File: src/hdl/sle_pkg.sv
// shared types and constants of the sequential list engine
`timescale 1ns / 1ps

package sle_pkg;

    localparam int CMD_W       = 3;
    localparam int POS_W       = 9;
    localparam int DATA_W      = 32;
    localparam int STATUS_W    = 2;
    localparam int IN_TDATA_W  = 48;
    localparam int OUT_TDATA_W = 56;

    typedef enum logic [CMD_W-1:0] {
        CMD_INSERT = 3'd0,
        CMD_DELETE = 3'd1,
        CMD_GET    = 3'd2,
        CMD_LOCATE = 3'd3,
        CMD_PRIOR  = 3'd4,
        CMD_NEXT   = 3'd5
    } cmd_t;

    typedef enum logic [STATUS_W-1:0] {
        ST_OK        = 2'd0,
        ST_BAD_POS   = 2'd1,
        ST_FULL      = 2'd2,
        ST_NOT_FOUND = 2'd3
    } status_t;

    typedef enum logic [3:0] {
        S_IDLE,
        S_DECODE,
        S_SHIFT_UP,
        S_INS_FLUSH,
        S_INS_WRITE,
        S_DEL_READ,
        S_DEL_TAKE,
        S_SHIFT_DOWN,
        S_DEL_FLUSH,
        S_GET_READ,
        S_GET_TAKE,
        S_SCAN,
        S_SCAN_LAST,
        S_EMIT
    } state_t;

    typedef enum logic [2:0] {
        IDX_HOLD,
        IDX_COUNT_M1,
        IDX_POS_M1,
        IDX_ZERO,
        IDX_INC,
        IDX_DEC
    } idx_op_t;

    typedef enum logic [2:0] {
        MEM_NONE,
        MEM_READ,
        MEM_SHIFT_UP,
        MEM_SHIFT_DOWN,
        MEM_SCAN,
        MEM_WRITE_VAL
    } mem_op_t;

    typedef enum logic [1:0] {
        CNT_HOLD,
        CNT_INC,
        CNT_DEC
    } cnt_op_t;

    typedef enum logic [1:0] {
        RES_NONE,
        RES_STATUS,
        RES_READ,
        RES_SCAN
    } res_op_t;

    typedef struct packed {
        logic    load;
        idx_op_t idx_op;
        mem_op_t mem_op;
        cnt_op_t cnt_op;
        res_op_t res_op;
        status_t res_status;
        logic    emit;
    } ctl_t;

    typedef struct packed {
        cmd_t cmd;
        logic bad_ins;
        logic bad_pos;
        logic full;
        logic append;
        logic empty;
        logic pos_is_count;
        logic idx_at_pos;
        logic idx_at_last;
        logic hit;
        logic out_busy;
    } sts_t;

endpackage

File: src/hdl/sle_ctrl.sv
// command sequencer of the sequential list engine
`timescale 1ns / 1ps

module sle_ctrl (
    input  logic           clk,
    input  logic           rst_n,
    input  logic           in_valid,
    output logic           in_ready,
    input  sle_pkg::sts_t  sts,
    output sle_pkg::ctl_t  ctl
);
    import sle_pkg::*;

    state_t state_reg;
    state_t state_next;

    always_ff @(posedge clk or negedge rst_n)
    begin
        if (!rst_n)
        begin
            state_reg <= S_IDLE;
        end
        else
        begin
            state_reg <= state_next;
        end
    end

    // next state
    always_comb
    begin
        state_next = state_reg;
        unique case (state_reg)
            S_IDLE:
            begin
                if (in_valid)
                begin
                    state_next = S_DECODE;
                end
            end
            S_DECODE:
            begin
                case (sts.cmd)
                    CMD_INSERT:
                    begin
                        if (sts.bad_ins || sts.full)
                        begin
                            state_next = S_EMIT;
                        end
                        else if (sts.append)
                        begin
                            state_next = S_INS_WRITE;
                        end
                        else
                        begin
                            state_next = S_SHIFT_UP;
                        end
                    end
                    CMD_DELETE:
                    begin
                        state_next = sts.bad_pos ? S_EMIT : S_DEL_READ;
                    end
                    CMD_GET:
                    begin
                        state_next = sts.bad_pos ? S_EMIT : S_GET_READ;
                    end
                    CMD_LOCATE, CMD_PRIOR, CMD_NEXT:
                    begin
                        state_next = sts.empty ? S_EMIT : S_SCAN;
                    end
                    default:
                    begin
                        state_next = S_EMIT;
                    end
                endcase
            end
            S_SHIFT_UP:
            begin
                if (sts.idx_at_pos)
                begin
                    state_next = S_INS_FLUSH;
                end
            end
            S_INS_FLUSH:  state_next = S_INS_WRITE;
            S_INS_WRITE:  state_next = S_EMIT;
            S_DEL_READ:   state_next = S_DEL_TAKE;
            S_DEL_TAKE:
            begin
                state_next = sts.pos_is_count ? S_EMIT : S_SHIFT_DOWN;
            end
            S_SHIFT_DOWN:
            begin
                if (sts.idx_at_last)
                begin
                    state_next = S_DEL_FLUSH;
                end
            end
            S_DEL_FLUSH:  state_next = S_EMIT;
            S_GET_READ:   state_next = S_GET_TAKE;
            S_GET_TAKE:   state_next = S_EMIT;
            S_SCAN:
            begin
                if (sts.hit)
                begin
                    state_next = S_EMIT;
                end
                else if (sts.idx_at_last)
                begin
                    state_next = S_SCAN_LAST;
                end
            end
            S_SCAN_LAST:  state_next = S_EMIT;
            S_EMIT:
            begin
                if (!sts.out_busy)
                begin
                    state_next = S_IDLE;
                end
            end
            default:      state_next = S_IDLE;
        endcase
    end

    // outputs
    always_comb
    begin
        in_ready       = 1'b0;
        ctl.load       = 1'b0;
        ctl.idx_op     = IDX_HOLD;
        ctl.mem_op     = MEM_NONE;
        ctl.cnt_op     = CNT_HOLD;
        ctl.res_op     = RES_NONE;
        ctl.res_status = ST_OK;
        ctl.emit       = 1'b0;
        unique case (state_reg)
            S_IDLE:
            begin
                in_ready = 1'b1;
                ctl.load = in_valid;
            end
            S_DECODE:
            begin
                case (sts.cmd)
                    CMD_INSERT:
                    begin
                        if (sts.bad_ins)
                        begin
                            ctl.res_op     = RES_STATUS;
                            ctl.res_status = ST_BAD_POS;
                        end
                        else if (sts.full)
                        begin
                            ctl.res_op     = RES_STATUS;
                            ctl.res_status = ST_FULL;
                        end
                        else
                        begin
                            ctl.idx_op = IDX_COUNT_M1;
                        end
                    end
                    CMD_DELETE, CMD_GET:
                    begin
                        if (sts.bad_pos)
                        begin
                            ctl.res_op     = RES_STATUS;
                            ctl.res_status = ST_BAD_POS;
                        end
                        else
                        begin
                            ctl.idx_op = IDX_POS_M1;
                        end
                    end
                    CMD_LOCATE, CMD_PRIOR, CMD_NEXT:
                    begin
                        if (sts.empty)
                        begin
                            ctl.res_op     = RES_STATUS;
                            ctl.res_status = ST_NOT_FOUND;
                        end
                        else
                        begin
                            ctl.idx_op = IDX_ZERO;
                        end
                    end
                    default:
                    begin
                        ctl.res_op     = RES_STATUS;
                        ctl.res_status = ST_OK;
                    end
                endcase
            end
            S_SHIFT_UP:
            begin
                ctl.mem_op = MEM_SHIFT_UP;
                ctl.idx_op = IDX_DEC;
            end
            S_INS_FLUSH:
            begin
                ctl.mem_op = MEM_NONE;
            end
            S_INS_WRITE:
            begin
                ctl.mem_op     = MEM_WRITE_VAL;
                ctl.cnt_op     = CNT_INC;
                ctl.res_op     = RES_STATUS;
                ctl.res_status = ST_OK;
            end
            S_DEL_READ:
            begin
                ctl.mem_op = MEM_READ;
                ctl.idx_op = IDX_INC;
            end
            S_DEL_TAKE:
            begin
                ctl.res_op = RES_READ;
                if (sts.pos_is_count)
                begin
                    ctl.cnt_op = CNT_DEC;
                end
            end
            S_SHIFT_DOWN:
            begin
                ctl.mem_op = MEM_SHIFT_DOWN;
                ctl.idx_op = IDX_INC;
            end
            S_DEL_FLUSH:
            begin
                ctl.cnt_op = CNT_DEC;
            end
            S_GET_READ:
            begin
                ctl.mem_op = MEM_READ;
            end
            S_GET_TAKE:
            begin
                ctl.res_op = RES_READ;
            end
            S_SCAN:
            begin
                ctl.mem_op = MEM_SCAN;
                ctl.idx_op = IDX_INC;
                if (sts.hit)
                begin
                    ctl.res_op = RES_SCAN;
                end
            end
            S_SCAN_LAST:
            begin
                ctl.res_op = RES_SCAN;
            end
            S_EMIT:
            begin
                ctl.emit = !sts.out_busy;
            end
            default:
            begin
                in_ready = 1'b0;
            end
        endcase
    end

endmodule

File: config.mk
export PLATFORM = sky130hd
export DESIGN_NAME = sle_ctrl
export DESIGN_NICKNAME = d
export VERILOG_FILES = /design/src/hdl/sle_pkg.sv /design/src/hdl/sle_ctrl.sv
export SDC_FILE = /design/constraint.sdc
export NUM_CORES = 1
export LEC_CHECK = 0
export BUFFER_PORTS_ARGS = -buffer_cell sky130_fd_sc_hd__buf_2
export CAP_MARGIN = 10
export CORE_MARGIN = 2
export CORE_UTILIZATION = 45
export DETAILED_ROUTE_END_ITERATION = 7
export GPL_TIMING_DRIVEN = 0
export PLACE_DENSITY = 0.78
export SYNTH_ARGS = -nofsm -noshare
export SYNTH_HDL_FRONTEND = slang
export SYNTH_SLANG_ARGS = --single-unit
File: constraint.sdc
create_clock -name clk -period 1.9 [get_ports clk]
set_input_delay 0.095 -clock clk [delete_from_list [all_inputs] [get_ports clk]]
set_output_delay 0.095 -clock clk [all_outputs]
set_load 0.01 [all_outputs]
==> results.cfg, run 1 <==
[outcome]
status = completed

[flow_run]
drv_cap = 0

[floorplan]
die_x_um = 45.7
die-area_sq_mm = 0.00208
start_util = 0.467
fp.dieH_um = 45.7
core_area_sq_mm = 0.00167
rows = 15
pin_count = 31

[route]
vias = 1040
wl_per_cell_um = 14.1
drtAntennaViolNets = 0
drtPass1Iterations = 4
via_per_inst = 6.27
drc = 0
wl_met3_um = 243
wl_met1_um = 954
routed_wl_um = 2350
route.met2.wl_um = 1100
top_layer = met4
drt_iter0_drc = 60

[power]
p_per_area_mw_per_mm2 = 1420
p_comb_frac = 0.799
seqPwrFrac = 0.128
leakage_nw = 0.462
p_clk_frac = 0.073
p_int_w = 0.000663
swShare = 0.524
p_sw_w = 0.000729
finalPower_w = 0.00139
peakVddDrop_mv = 1.07

[logic_synthesis]
synth_area_leader_cell = dfrtp_1
ys_async_sr_fraction = 1.00
avgSynthCellArea_sq_um = 6.73
synth_area_leaders = dfrtp_1 (13%), nor2_1 (8.2%), nand2_1 (4.8%)
yosys_warnings = 0
synth_most_common_cell = nor2_1
ys_seq_elements = 4
synth.distinct_cells = 47
synth_top_area_share = 0.128
synth_edf_count = 0
synth_common_cells = nor2_1 (17), nand2_1 (10), a21oi_1 (7)
netlist_instances = 116
netlist_area_sq_um = 781
synth_fp_nets = 132
synth_flop_cell = dfrtp_1
seq_area_frac_synth = 0.128

[setup_path]
critPathLaunchType = flip-flop
crit_arrival_ps = 1630
end_kind = output pin
cp.required_ps = 1800
path_max_fanout = 10
rr_startpoint = state_reg[2]$_DFFE_PN0P_
crit_type = reg -> out
worstSetupStartpoint = state_reg[3]$_DFFE_PN0P_

[sta]
fmax_mhz = 581
hold_viol = 0
final.min_clock_period_ps = 1720
period_share = 0.907
drv_slew = 0
whs_ps = 226
fin_tns_setup_ps = 0
finClkSkew_ps = 0.0889
tightest_slew_ps = 479
grt_setup_unrepaired = false
slew_headroom = 0.678
finalSetupViolCount = 0

[placed_design]
dpl-instance-area_sq_um = 947
place_congestion = 0.870
dp_hpwl_um = 1760
port_buffers = 29

[clocking]
cts-htree-levels = 1
clk_pin_slew_ps = 30
cts_buffer_depth = 2
numCtsBuffers = 3
cts_hold_buffers = 1
post-cts-setup-buffers = 0
cts_tree = built
clockRootBuffer = clkbuf_4
post_cts_resized = 0
clock-sinks = 4
clk_latency_ps = 230

[grt]
grt_use_total = 0.231
grt_max_degree = 11
antenna_found_initial = 0
grt_pass1_vias = 840
grt_pass1_wl_um = 3580
overflow = 0

[finish]
area_growth_pct = 25.5
diodes = 0
layout-drive-gt1-share = 0.295
layout.nets = 167
largest_register_ffs = 4
fin_area_sq_um = 980
final_core_util = 0.587

[hold_path]
hold_class = in -> async
## metal layers
metal,track usage,vias to the layer above
li1,-,497
met1,0.316,462
met2,0.380,73
met3,0.00794,8
met4,0.0882,0
met5,0,-
## critical path: stages, from the launching register on
cell and delay, ps:
dfrtp_1 350, buf_2 220, buf_1 360, nor2_1 90, a21oi_1 120, o22ai_1 90, buf_2 160
## kinds of logic (layout without fill, tap and decap cells)
group                  Yosys count  after routing  share of synthesized area
multiplexers                     5              5                     0.0673
AND/OR/NAND/NOR                 58             58                      0.399
XOR/XNOR                         1              1                     0.0112
flip-flops                       4              4                      0.128
buffers and inverters           12             45                     0.0769
AO/OA/AOI/OAI                   36             36                      0.317
## power groups by stage
stage               logic (W)  clock network, W  registers (W)
floorplan            0.000808                 0       0.000161
global placement      0.00106                 0       0.000170
detailed placement    0.00109                 0       0.000176
CTS                   0.00110          0.000106       0.000175
global route          0.00122          0.000111       0.000183
finish                0.00111          0.000101       0.000178
## path summary, 6_finish.rpt
check | slack, ps | cells after the start | to
max | 180 | 6 | ctl[4]
min | 230 | 2 | state_reg[2]$_DFFE_PN0P_
max reg2reg | 240 | 4 | state_reg[1]$_DFFE_PN0P_
min reg2reg | 840 | 2 | state_reg[2]$_DFFE_PN0P_
max in group asynchronous | 1560 | 2 | state_reg[3]$_DFFE_PN0P_
min in group clk | 300 | 4 | state_reg[3]$_DFFE_PN0P_
## cell usage in the layout (no fill, tap or decap), types with 2 or more instances in the layout
master | synthesis | routed
a21oi_1 | 7 | 7
a31oi_1 | 4 | 4
buf_2 | 6 | 35
buf_4 | 2 | 2
clkbuf_4 | 0 | 3
dfrtp_1 | 4 | 4
inv_1 | 2 | 2
mux2i_1 | 3 | 3
nand2_1 | 10 | 10
nand2b_1 | 3 | 3
nand3_1 | 2 | 2
nand3b_1 | 3 | 3
nor2_1 | 17 | 17
nor2b_1 | 5 | 5
nor3_1 | 6 | 6
o21a_1 | 3 | 3
o21ai_0 | 3 | 3
o21ai_1 | 2 | 2
o22ai_1 | 4 | 4
o41ai_1 | 2 | 2
## stage by stage
stage          setup slack, ps  std cells
6_report                   177        166
5_1_grt                   53.4        166
4_1_cts                    201        166
3_5_place_dp               247        162
3_3_place_gp               266        162
2_1_floorplan              323        116
## area by class of cell
cell class	count	area (sq um)
buffer	10	52.6
clock buffer	3	22.5
fill	162	691
inverter	2	7.51
multi-input combinational	100	621
sequential	4	100
tap	17	21.3
timing repair buffer	30	155
Power figures use the tool's default switching activity.
==> inputs of run 2 (changes only) <==
--- a/config.mk
+++ b/config.mk
@@ -5,13 +5,14 @@
 export SDC_FILE = /design/constraint.sdc
 export NUM_CORES = 1
 export LEC_CHECK = 0
+export ABC_AREA = 1
 export BUFFER_PORTS_ARGS = -buffer_cell sky130_fd_sc_hd__buf_2
 export CAP_MARGIN = 10
 export CORE_MARGIN = 2
 export CORE_UTILIZATION = 45
 export DETAILED_ROUTE_END_ITERATION = 7
 export GPL_TIMING_DRIVEN = 0
-export PLACE_DENSITY = 0.78
+export PLACE_DENSITY = 0.8
 export SYNTH_ARGS = -nofsm -noshare
 export SYNTH_HDL_FRONTEND = slang
 export SYNTH_SLANG_ARGS = --single-unit
==> run 2 against run 1 <==
Compared with the run above:
- utilization is 2.5 points higher
- wire length is 20% lower
- clock skew is 1.5 ps higher
- largest cell class unchanged
- worst hold slack worse by 29 ps
- critical endpoint is now ctl[1]
- count of clock-buffer cells in the layout stayed put
- first-iteration DRC count is 82% lower
- fmax is 3.8% higher
- critical path depth stayed put
- global-route usage is 1.4 points lower
- setup slack better by 63 ps
- die area is 9.8% lower
- combinational power is 17% lower
==> results.cfg, run 2 <==
[outcome]
status = completed

[logic_synthesis]
ys_async_sr_fraction = 1.00
avgSynthCellArea_sq_um = 5.09
synth_area_leader_cell = nand2_1
synth_common_cells = nand2_1 (48), inv_1 (20), nor2_1 (16)
synth_top_area_share = 0.259
synth_edf_count = 0
yosys_warnings = 0
synth_fp_nets = 153
ys_seq_elements = 4
synth_most_common_cell = nand2_1
netlist_area_sq_um = 697
netlist_instances = 137
synth_flop_cell = dfrtp_1
synth.distinct_cells = 20
seq_area_frac_synth = 0.144
synth_area_leaders = nand2_1 (26%), dfrtp_1 (14%), inv_1 (11%)

[setup_path]
worstPathCellList = nor2_2 -> inv_2 -> nor2_4 -> o21ai_0 -> inv_1 -> buf_2
reg2reg_depth = 7
cpLargestDelayFamily = simple AND/OR/NAND/NOR gates
path_max_fanout = 8
critPathLaunchType = flip-flop
cpPeakStageDelay_ps = 430
cp.required_ps = 1800
end_kind = output pin
cp.buffers_inverters = 3
crit_type = reg -> out
crit_slowest_cell = dfrtp_1
worstSetupStartpoint = state_reg[3]$_DFFE_PN0P_
rr_startpoint = state_reg[3]$_DFFE_PN0P_
path_depth = 6
r2r_slack_ps = 480
crit_arrival_ps = 1560

[sta]
period_share = 0.874
final.min_clock_period_ps = 1660
finClkSkew_ps = 1.56
drv_slew = 0
hold_viol = 0
grt_setup_unrepaired = false
tightest_slew_ps = 301
fmax_mhz = 602
whs_ps = 196
finalSetupViolCount = 0
slew_headroom = 0.798
fin_tns_setup_ps = 0

[route]
vias = 952
drc = 0
drtAntennaViolNets = 0
drtPass1Iterations = 4
drt_iter0_drc = 11
wl_per_cell_um = 10.1
routed_wl_um = 1890
via_per_inst = 5.09

[clocking]
clk_pin_slew_ps = 40
cts_buffer_depth = 2
cts_hold_buffers = 1
post_cts_resized = 0
clk_latency_ps = 230
cts_tree = built
post-cts-setup-buffers = 0
clockRootBuffer = clkbuf_4
numCtsBuffers = 3
cts-htree-levels = 1
clock-sinks = 4

[finish]
layout.nets = 189
layout-drive-gt1-share = 0.298
final_common_cell = nand2_1
area_growth_pct = 29.1
diodes = 0
final_cell_mix = nand2_1 (48), buf_2 (30), inv_1 (20)
largest_register_ffs = 4

[floorplan]
core_area_sq_mm = 0.00147
start_util = 0.474
pin_count = 31
die-area_sq_mm = 0.00188
fp.dieH_um = 43.4
rows = 14
die_x_um = 43.4

[power]
p_per_area_mw_per_mm2 = 1360
finalPower_w = 0.00122
leakage_nw = 0.567
peakVddDrop_mv = 0.642

[grt]
grt_use_total = 0.217
grt_pass1_vias = 841
overflow = 0
antenna_found_initial = 0
grt_max_degree = 9
grt_pass1_wl_um = 3190

[placed_design]
dp_hpwl_um = 1650
port_buffers = 30
place_congestion = 0.900

[flow_run]
drv_cap = 0

[hold_path]
hold_class = in -> async
[run 2: stage by stage]
stage	instances	cell area, sq um	utilization	worst slack, ps
final	187	900	0.611	240
after global routing	187	900	0.611	111
after CTS	187	900	0.611	265
after detailed placement	183	867	0.589	490
after global placement	183	867	0.589	557
after floorplan	137	697	-	650
[run 2: layout make-up]
class	instances	area [sq um]
tap	16	20.0
inverter	27	101
fill	146	572
sequential	4	100
timing repair buffer	31	160
clock buffer	3	22.5
multi-input combinational	106	495
[run 2: layer usage]
metal / global-route usage / wire [um]
met1: 0.240 / 779
met2: 0.409 / 981
met3: 0.0292 / 91
met4: 0.0909 / 34
met5: 0 / 0
[run 2: power by group]
| part | internal (W) | total [W] | switching (W) | leakage (nW) |
|---|---|---|---|---|
| sequential | 0.000133 | 0.000201 | 0.0000676 | 0.0488 |
| clock | 0.0000704 | 0.000102 | 0.0000312 | 0.0138 |
| combinational | 0.000323 | 0.000920 | 0.000597 | 0.505 |
| total | 0.000526 | 0.00122 | 0.000695 | 0.567 |
[run 2: cells by family after synthesis]
kind of cell | synth area share
AOI/OAI and AO/OA | 0.154
buffers and inverters | 0.145
DFF | 0.144
and+or+nand+nor | 0.557
[run 2: final timing paths]
path | end
worst min-delay path | state_reg[0]$_DFFE_PN0P_
worst max register to register | state_reg[3]$_DFFE_PN0P_
min in group clk | state_reg[3]$_DFFE_PN0P_
worst min register to register | state_reg[0]$_DFFE_PN0P_
max in group asynchronous | state_reg[1]$_DFFE_PN0P_
worst max-delay path | ctl[1]
